`src/rtl/core/hri_pkg.sv`:
```
// hri_pkg: shared constants for the halton radical inverse block
// no dependencies; used by every file under rtl/core
`timescale 1ns / 1ps

package hri_pkg;

	// default widths of the index and of the fraction
	localparam int INDEX_BITS_DEF    = 32;
	localparam int FRACTION_BITS_DEF = 32;

	// base register
	localparam int         BASE_W     = 8;
	localparam logic [7:0] RADIX_RST  = 8'd2;
	localparam logic [7:0] RADIX_MIN  = 8'd2;

	// restoring division steps done per cycle in digit extraction
	localparam int DIV_STEPS = 4;

endpackage

```
`src/rtl/core/hri_front.sv`:
```
// hri_front: input stage; takes words from the input side and tags zero indexes
// depends on hri_pkg (defaults only); feeds hri_queue
`timescale 1ns / 1ps

module hri_front #(
	parameter int INDEX_BITS = hri_pkg::INDEX_BITS_DEF
) (
	input  logic                  clk,
	input  logic                  arst_n,
	input  logic                  push,
	output logic                  full,
	input  logic [INDEX_BITS-1:0] sample_index,
	input  logic                  q_full,
	output logic                  q_push,
	output logic [INDEX_BITS:0]   q_wdata
);

	logic                  valid_s1;
	logic                  zero_s1;
	logic [INDEX_BITS-1:0] index_s1;

	assign q_push  = valid_s1 && !q_full;
	assign full    = valid_s1 && q_full;
	assign q_wdata = {zero_s1, index_s1};

	always_ff @(posedge clk or negedge arst_n) begin
		if (!arst_n) begin
			valid_s1 <= 1'b0;
		end else if (push && !full) begin
			valid_s1 <= 1'b1;
		end else if (q_push) begin
			valid_s1 <= 1'b0;
		end
	end

	always_ff @(posedge clk) begin
		if (push && !full) begin
			index_s1 <= sample_index;
			zero_s1  <= (sample_index == '0);
		end
	end

endmodule

```
`src/rtl/core/hri_queue.sv`:
```
// hri_queue: two-entry word queue between the front and back parts
// depends on hri_pkg (defaults only)
`timescale 1ns / 1ps

module hri_queue #(
	parameter int WIDTH = hri_pkg::INDEX_BITS_DEF + 1
) (
	input  logic             clk,
	input  logic             arst_n,
	input  logic             wr_en,
	input  logic [WIDTH-1:0] wr_data,
	input  logic             rd_en,
	output logic [WIDTH-1:0] rd_data,
	output logic             q_empty,
	output logic             q_full
);

	logic [WIDTH-1:0] slot_q [2];
	logic             wr_ptr_q;
	logic             rd_ptr_q;
	logic [1:0]       count_q;

	assign q_empty = (count_q == 2'd0);
	assign q_full  = (count_q == 2'd2);
	assign rd_data = slot_q[rd_ptr_q];

	always_ff @(posedge clk or negedge arst_n) begin
		if (!arst_n) begin
			wr_ptr_q <= 1'b0;
			rd_ptr_q <= 1'b0;
			count_q  <= 2'd0;
		end else begin
			if (wr_en) begin
				wr_ptr_q <= !wr_ptr_q;
			end
			if (rd_en) begin
				rd_ptr_q <= !rd_ptr_q;
			end
			if (wr_en && !rd_en) begin
				count_q <= count_q + 2'd1;
			end else if (rd_en && !wr_en) begin
				count_q <= count_q - 2'd1;
			end
		end
	end

	always_ff @(posedge clk) begin
		if (wr_en) begin
			slot_q[wr_ptr_q] <= wr_data;
		end
	end

endmodule

```
`src/rtl/core/hri_back.sv`:
```
// hri_back: digit extraction, mirrored integer build and final fraction division
// depends on hri_pkg; reads words from hri_queue and holds the result register
`timescale 1ns / 1ps

module hri_back #(
	parameter int INDEX_BITS    = hri_pkg::INDEX_BITS_DEF,
	parameter int FRACTION_BITS = hri_pkg::FRACTION_BITS_DEF
) (
	input  logic                      clk,
	input  logic                      arst_n,
	input  logic [hri_pkg::BASE_W-1:0] base,
	input  logic                      q_empty,
	input  logic [INDEX_BITS:0]       q_rdata,
	output logic                      q_pop,
	output logic                      res_valid,
	output logic [FRACTION_BITS-1:0]  res_data,
	input  logic                      res_pop
);

	localparam int BW         = hri_pkg::BASE_W;
	localparam int STEPS      = hri_pkg::DIV_STEPS;
	localparam int DIV_CYCLES = (INDEX_BITS + STEPS - 1) / STEPS;
	localparam int DIV_W      = DIV_CYCLES * STEPS;
	localparam int POW_W      = INDEX_BITS + BW;
	localparam int CNT_MAX    = (FRACTION_BITS > DIV_CYCLES) ? FRACTION_BITS : DIV_CYCLES;
	localparam int CNT_W      = $clog2(CNT_MAX + 1);

	localparam logic [2:0] ST_IDLE = 3'd0;
	localparam logic [2:0] ST_DIV  = 3'd1;
	localparam logic [2:0] ST_ACC  = 3'd2;
	localparam logic [2:0] ST_FRAC = 3'd3;
	localparam logic [2:0] ST_DONE = 3'd4;

	logic [2:0]               state_q;
	logic [CNT_W-1:0]         cnt_q;
	logic [DIV_W-1:0]         quo_q;
	logic [BW-1:0]            rem_q;
	logic [POW_W-1:0]         m_q;
	logic [POW_W-1:0]         pow_q;
	logic [FRACTION_BITS-1:0] frac_q;
	logic                     res_valid_q;
	logic [FRACTION_BITS-1:0] res_q;

	logic [BW-1:0]      div_rem;
	logic [STEPS-1:0]   div_qbits;
	logic [POW_W-1:0]   m_next;
	logic [POW_W-1:0]   pow_next;
	logic [POW_W:0]     fr_shift;
	logic [POW_W:0]     fr_diff;
	logic               fr_ge;
	logic               res_load;

	assign q_pop     = (state_q == ST_IDLE) && !q_empty;
	assign res_load  = (state_q == ST_DONE) && (!res_valid_q || res_pop);
	assign res_valid = res_valid_q;
	assign res_data  = res_q;

	// DIV_STEPS restoring steps per cycle; remainder stays below the base
	always_comb begin
		logic [BW:0] r;
		r         = {1'b0, rem_q};
		div_qbits = '0;
		for (int i = 0; i < STEPS; i++) begin
			r = {r[BW-1:0], quo_q[DIV_W-1-i]};
			if (r >= {1'b0, base}) begin
				r = r - {1'b0, base};
				div_qbits[STEPS-1-i] = 1'b1;
			end
		end
		div_rem = r[BW-1:0];
	end

	// digits arrive least significant first, so m = m * b + d mirrors them
	assign m_next   = (m_q * {{(POW_W-BW){1'b0}}, base}) + {{(POW_W-BW){1'b0}}, rem_q};
	assign pow_next = pow_q * {{(POW_W-BW){1'b0}}, base};

	// m_q doubles as the remainder of m * 2^F / b^k
	assign fr_shift = {m_q, 1'b0};
	assign fr_ge    = (fr_shift >= {1'b0, pow_q});
	assign fr_diff  = fr_shift - {1'b0, pow_q};

	always_ff @(posedge clk or negedge arst_n) begin
		if (!arst_n) begin
			state_q     <= ST_IDLE;
			cnt_q       <= '0;
			res_valid_q <= 1'b0;
		end else begin
			if (res_load) begin
				res_valid_q <= 1'b1;
			end else if (res_pop) begin
				res_valid_q <= 1'b0;
			end
			case (state_q)
				ST_IDLE: begin
					cnt_q <= '0;
					if (!q_empty) begin
						state_q <= q_rdata[INDEX_BITS] ? ST_DONE : ST_DIV;
					end
				end
				ST_DIV: begin
					if (cnt_q == CNT_W'(DIV_CYCLES - 1)) begin
						cnt_q   <= '0;
						state_q <= ST_ACC;
					end else begin
						cnt_q <= cnt_q + CNT_W'(1);
					end
				end
				ST_ACC: begin
					cnt_q   <= '0;
					state_q <= (quo_q == '0) ? ST_FRAC : ST_DIV;
				end
				ST_FRAC: begin
					if (cnt_q == CNT_W'(FRACTION_BITS - 1)) begin
						cnt_q   <= '0;
						state_q <= ST_DONE;
					end else begin
						cnt_q <= cnt_q + CNT_W'(1);
					end
				end
				ST_DONE: begin
					if (res_load) begin
						state_q <= ST_IDLE;
					end
				end
				default: begin
					state_q <= ST_IDLE;
				end
			endcase
		end
	end

	always_ff @(posedge clk) begin
		if (res_load) begin
			res_q <= frac_q;
		end
		case (state_q)
			ST_IDLE: begin
				quo_q  <= DIV_W'(q_rdata[INDEX_BITS-1:0]);
				rem_q  <= '0;
				m_q    <= '0;
				pow_q  <= POW_W'(1);
				frac_q <= '0;
			end
			ST_DIV: begin
				quo_q <= {quo_q[DIV_W-STEPS-1:0], div_qbits};
				rem_q <= div_rem;
			end
			ST_ACC: begin
				m_q   <= m_next;
				pow_q <= pow_next;
				rem_q <= '0;
			end
			ST_FRAC: begin
				m_q    <= fr_ge ? fr_diff[POW_W-1:0] : fr_shift[POW_W-1:0];
				frac_q <= {frac_q[FRACTION_BITS-2:0], fr_ge};
			end
			default: begin
			end
		endcase
	end

endmodule

```
`src/rtl/core/halton_radical_inverse.sv`:
```
// halton radical inverse: an accepted index passes through the input stage and the queue to
// the back part, which extracts its base digits (index zero skips straight to the result);
// the back part holds one word at a time, the input stage and queue taking further words meanwhile.
// the digit loop runs four restoring division steps a cycle, then one multiply-accumulate
// step per digit; the final division yields one fraction bit a cycle. reset (arst_n low,
`timescale 1ns / 1ps
// asynchronous) empties the input stage, the queue and the result register and sets the stored base to 2

module halton_radical_inverse #(
	parameter int INDEX_BITS    = hri_pkg::INDEX_BITS_DEF,
	parameter int FRACTION_BITS = hri_pkg::FRACTION_BITS_DEF
) (
	input  logic                       clk,
	input  logic                       arst_n,
	input  logic                       push,
	output logic                       full,
	input  logic [INDEX_BITS-1:0]      sample_index,
	output logic                       empty,
	input  logic                       pop,
	output logic [FRACTION_BITS-1:0]   fraction_value,
	input  logic                       cfg_valid,
	output logic                       cfg_ready,
	input  logic [hri_pkg::BASE_W-1:0] radix_base
);

	logic [hri_pkg::BASE_W-1:0] radix_q;
	logic                       q_push;
	logic [INDEX_BITS:0]        q_wdata;
	logic                       q_pop;
	logic [INDEX_BITS:0]        q_rdata;
	logic                       q_empty;
	logic                       q_full;
	logic                       res_valid;

	assign cfg_ready = 1'b1;
	assign empty     = !res_valid;

	// bases below two behave as base two
	always_ff @(posedge clk or negedge arst_n) begin
		if (!arst_n) begin
			radix_q <= hri_pkg::RADIX_RST;
		end else if (cfg_valid && cfg_ready) begin
			radix_q <= (radix_base < hri_pkg::RADIX_MIN) ? hri_pkg::RADIX_MIN : radix_base;
		end
	end

	hri_front #(
		.INDEX_BITS(INDEX_BITS)
	) u_front (
		.clk         (clk),
		.arst_n      (arst_n),
		.push        (push),
		.full        (full),
		.sample_index(sample_index),
		.q_full      (q_full),
		.q_push      (q_push),
		.q_wdata     (q_wdata)
	);

	hri_queue #(
		.WIDTH(INDEX_BITS + 1)
	) u_queue (
		.clk    (clk),
		.arst_n (arst_n),
		.wr_en  (q_push),
		.wr_data(q_wdata),
		.rd_en  (q_pop),
		.rd_data(q_rdata),
		.q_empty(q_empty),
		.q_full (q_full)
	);

	hri_back #(
		.INDEX_BITS   (INDEX_BITS),
		.FRACTION_BITS(FRACTION_BITS)
	) u_back (
		.clk      (clk),
		.arst_n   (arst_n),
		.base     (radix_q),
		.q_empty  (q_empty),
		.q_rdata  (q_rdata),
		.q_pop    (q_pop),
		.res_valid(res_valid),
		.res_data (fraction_value),
		.res_pop  (pop)
	);

endmodule

```
`config.mk`:
```
export PLATFORM = sky130hd
export DESIGN_NAME = halton_radical_inverse
export DESIGN_NICKNAME = d
export VERILOG_FILES = /design/src/rtl/core/hri_pkg.sv /design/src/rtl/core/hri_front.sv /design/src/rtl/core/hri_queue.sv /design/src/rtl/core/hri_back.sv /design/src/rtl/core/halton_radical_inverse.sv
export SDC_FILE = /design/constraint.sdc
export NUM_CORES = 2
export LEC_CHECK = 0
export ABC_AREA = 0
export BUFFER_PORTS_ARGS = -buffer_cell sky130_fd_sc_hd__clkbuf_2
export CORE_ASPECT_RATIO = 0.5
export CORE_MARGIN = 10
export CORE_UTILIZATION = 45
export CTS_CLUSTER_SIZE = 16
export DETAILED_ROUTE_END_ITERATION = 10
export SETUP_SLACK_MARGIN = 0.3
export SLEW_MARGIN = 20
export SYNTH_ARGS = -nofsm -noshare
export SYNTH_HDL_FRONTEND = slang
export SYNTH_SLANG_ARGS = --single-unit
```
`constraint.sdc`:
```
create_clock -name clk -period 11 [get_ports clk]
set_input_delay 1.65 -clock clk [delete_from_list [all_inputs] [get_ports clk]]
set_output_delay 1.65 -clock clk [all_outputs]
set_load 0.02 [all_outputs]
```
==> results by group <==
Run status
  – Status: finished, final reports clean

Placed design
  – GP Congestion: 0.908
  – Placed insts: 4304
  – HPWL Detailed: 65000 µm
  – Post-DP Area: 34100 µm²
  – Count of port buffers added during placement: 78

Job
  – Max_cap viols: 0

Die
  – Core ar.: 71500 µm²
  – Die area: 84500 µm²
  – Initial Util: 45.8%
  – Std cell rows: 69
  – IO Pins: 80
  – Die span in y: 211 µm
  – Die W: 401 µm

Final layout
  – Post-Layout Cell Count: 4365
  – Share of post-route cells with drive strength above 1: 6.55%
  – Fin nets: 4050
  – Diodes inserted: 0
  – Design area: 35100 µm²
  – Area Growth Syn to Fin: 7.43%

CTS
  – TritonCTS clock tree: built
  – Number of clock sinks: 306
  – CTS root buffer: clkbuf_16
  – CTS buffer count: 30
  – CTS HTree Levels: 1
  – CTS Buffer Depth: 3
  – Worst skew pair latency: 620 ps
  – Clock transition at path regs: 70 ps

Worst setup path
  – R2R Setup Slk: 1530 ps
  – CP Class: reg -> reg
  – Crit Path Max Fanout: 32
  – CP dominant cell by count: o21ai_0
  – Startpoint Class: flip-flop
  – CP Capture Type: flip-flop
  – Crit path largest cell delay: 820 ps
  – CP max stage cell: dfrtp_2
  – Worst reg2reg path startpoint: radix_q[5]
  – Critical Path RT: 11370 ps
  – Reg2reg path depth: 37
  – Worst reg2reg endpoint: u_back.rem_q[0]
  – Arrival time worst endpoint: 9840 ps

Global routing
  – First-pass GRT wire length: 138000 µm
  – Initial antenna violation count: 0
  – Vias in the first global route: 25000
  – Tot GR Track Use: 20.2%
  – Largest net degree at the start of global routing: 61
  – GRT Residual Overflow: 0

Route
  – Routed WL per cell: 19.5 µm
  – WL final: 85100 µm
  – TritonRoute pass-1 iters: 5
  – Initial drt markers: 1594
  – Via density: 5.44
  – Total number of vias: 23800
  – Antenna Nets Post-Route: 0
  – Drt drc: 0

Synthesis
  – Syn nets: 4029
  – Synthesis-stage register bit count: 306
  – Area fraction of the dominant cell type after synthesis: 26.0%
  – Syn Inst Count: 3362
  – Sequential fraction of the synthesis area: 27.7%
  – Post-synth cell types: 89
  – EDFF count, synth: 283
  – Mean Syn Cell Area: 9.73 µm²
  – Yosys top cell by area: edfxtp_1
  – Async SR Flop Fraction: 7.52%
  – Mapped cell area: 32700 µm²
  – Yosys warning count: 0
  – Cells taking the most area after synthesis: edfxtp_1 26%, fa_1 26%, ha_1 7.7%
  – Synth Flop Type: edfxtp_1

Timing
  – Total negative setup slack: 0 ps
  – Hold WS: 440 ps
  – Worst Tran Pin Value: 858 ps
  – Max Clock Freq: 0.106 GHz
  – Max Slew Vio Count: 0
  – Final setup viols: 0
  – Unrepaired setup endpoints after global routing: no
  – Final hold viol count: 0
  – Tcrit/Tclk final: 86.1%
  – Clock skew: 28.6 ps
  – Min Tclk post-route: 9470 ps
  – Slew headroom: 41.3%

Min path
  – Tightest Hold Check Type: reg -> reg
  – Min-delay src: u_back.frac_q[21]
  – Hold Path End: u_back.res_data[21]
  – Hold path cells: 0
[cell type report]
cell class              instances  area [µm²]
clock inverters                12         188
multi-input cells            2439       21400
inverters                     493        1850
well taps                     958        1200
clock buffers                  44         823
fillers                      6747       36300
repair buffers                113         653
flip-flops and latches        306        9080
[worst max-delay path: cells and delay by family (launching register included)]
family | cells | cell delay [ps]
flip-flops | 1 | 820
AND/OR/NAND/NOR | 9 | 1350
multiplexers | 3 | 1150
buffers and inverters | 4 | 740
AO/OA/AOI/OAI | 17 | 3900
adder cells (fa/ha/maj) | 4 | 1250
[flip-flops by register name (all words and copies together), names as in the netlist, 2 cells and up]
signal / cells
u_queue.count_q: 2
u_back.quo_q: 32
u_queue.slot_q: 66
u_back.rem_q: 8
u_front.index_s1: 32
radix_q: 8
u_back.res_data: 32
u_back.m_q: 40
u_back.state_q: 3
u_back.pow_q: 40
u_back.cnt_q: 6
u_back.frac_q: 32
[kinds of logic (layout without fill, tap and decap cells)]
logic type / Yosys count / count (layout) / share of synthesized area (%)
and+or+nand+nor: 1100 / 1100 / 15.7
adders and majority gates: 622 / 622 / 33.4
buffers and inverters: 617 / 662 / 7.14
AOI/OAI and AO/OA: 504 / 504 / 9.89
DFF: 306 / 306 / 27.7
xor gates and xnor gates: 141 / 141 / 3.77
muxes: 71 / 71 / 2.29
other: 1 / 1 / 0.0115
[worst max-delay path by stage]
stage | startpoint | end | slack [ps] | cells past startpoint
6_report | radix_q[5] | u_back.rem_q[0] | 1530 | 37
5_1_grt | radix_q[5] | u_back.rem_q[0] | 700 | 37
4_1_cts | radix_q[5] | u_back.rem_q[0] | 830 | 36
3_5_place_dp | radix_q[5] | u_back.rem_q[0] | 880 | 36
3_3_place_gp | radix_q[5] | u_back.rem_q[0] | 890 | 36
2_1_floorplan | radix_q[1] | u_back.rem_q[0] | 2860 | 39
[what timing repair did]
action / in CTS / in global routing
buffers inserted: 0 / 5
setup endpoints to repair: 0 / 9
hold buffers: 0 / 0
gates resized for setup: 0 / 1
[layer usage]
metal	routed length, µm	global-route usage [%]	share of wire, %
met2	40000	34.2	47
met4	2210	5.04	2.6
met3	4530	3.18	5.3
met5	0	0	0
met1	38400	27.1	45
[synth_stat cells, types with 8 or more instances]
master	number
inv_1	490
nand2_1	441
fa_1	420
edfxtp_1	283
nor2_1	247
and2_1	204
ha_1	202
o21ai_0	132
a21oi_1	118
clkbuf_1	110
xnor2_1	82
a21o_1	59
xor2_1	59
mux2i_1	55
nand3_1	31
nor3_1	29
nor2b_1	28
o22ai_1	23
dfrtp_1	22
nand4_1	22
o21a_1	22
nor4_1	21
and3_1	19
a211oi_1	16
a31oi_1	16
nand2b_1	16
o211ai_1	16
o21bai_1	14
mux2_2	13
or2_2	12
o21ai_1	9
or3_1	8
[through the flow]
stage	setup slack (ps)	utilization (%)
2_1_floorplan	2860	-
3_3_place_gp	894	47.7
3_5_place_dp	882	47.7
4_1_cts	832	49.1
5_1_grt	702	49.2
6_report	1530	49.2
[cell usage in the layout, fill, tap and decap left out, types with 59 or more instances in the layout]
cell type | Yosys | routed
inv_1 | 490 | 489
nand2_1 | 441 | 440
fa_1 | 420 | 420
edfxtp_1 | 283 | 283
nor2_1 | 247 | 244
and2_1 | 204 | 203
ha_1 | 202 | 202
o21ai_0 | 132 | 132
a21oi_1 | 118 | 117
xnor2_1 | 82 | 82
clkbuf_2 | 0 | 78
xor2_1 | 59 | 59
a21o_1 | 59 | 59
Power is not shown: default switching activity piles up to over one toggle a cycle in this logic, so the estimate is an artifact.
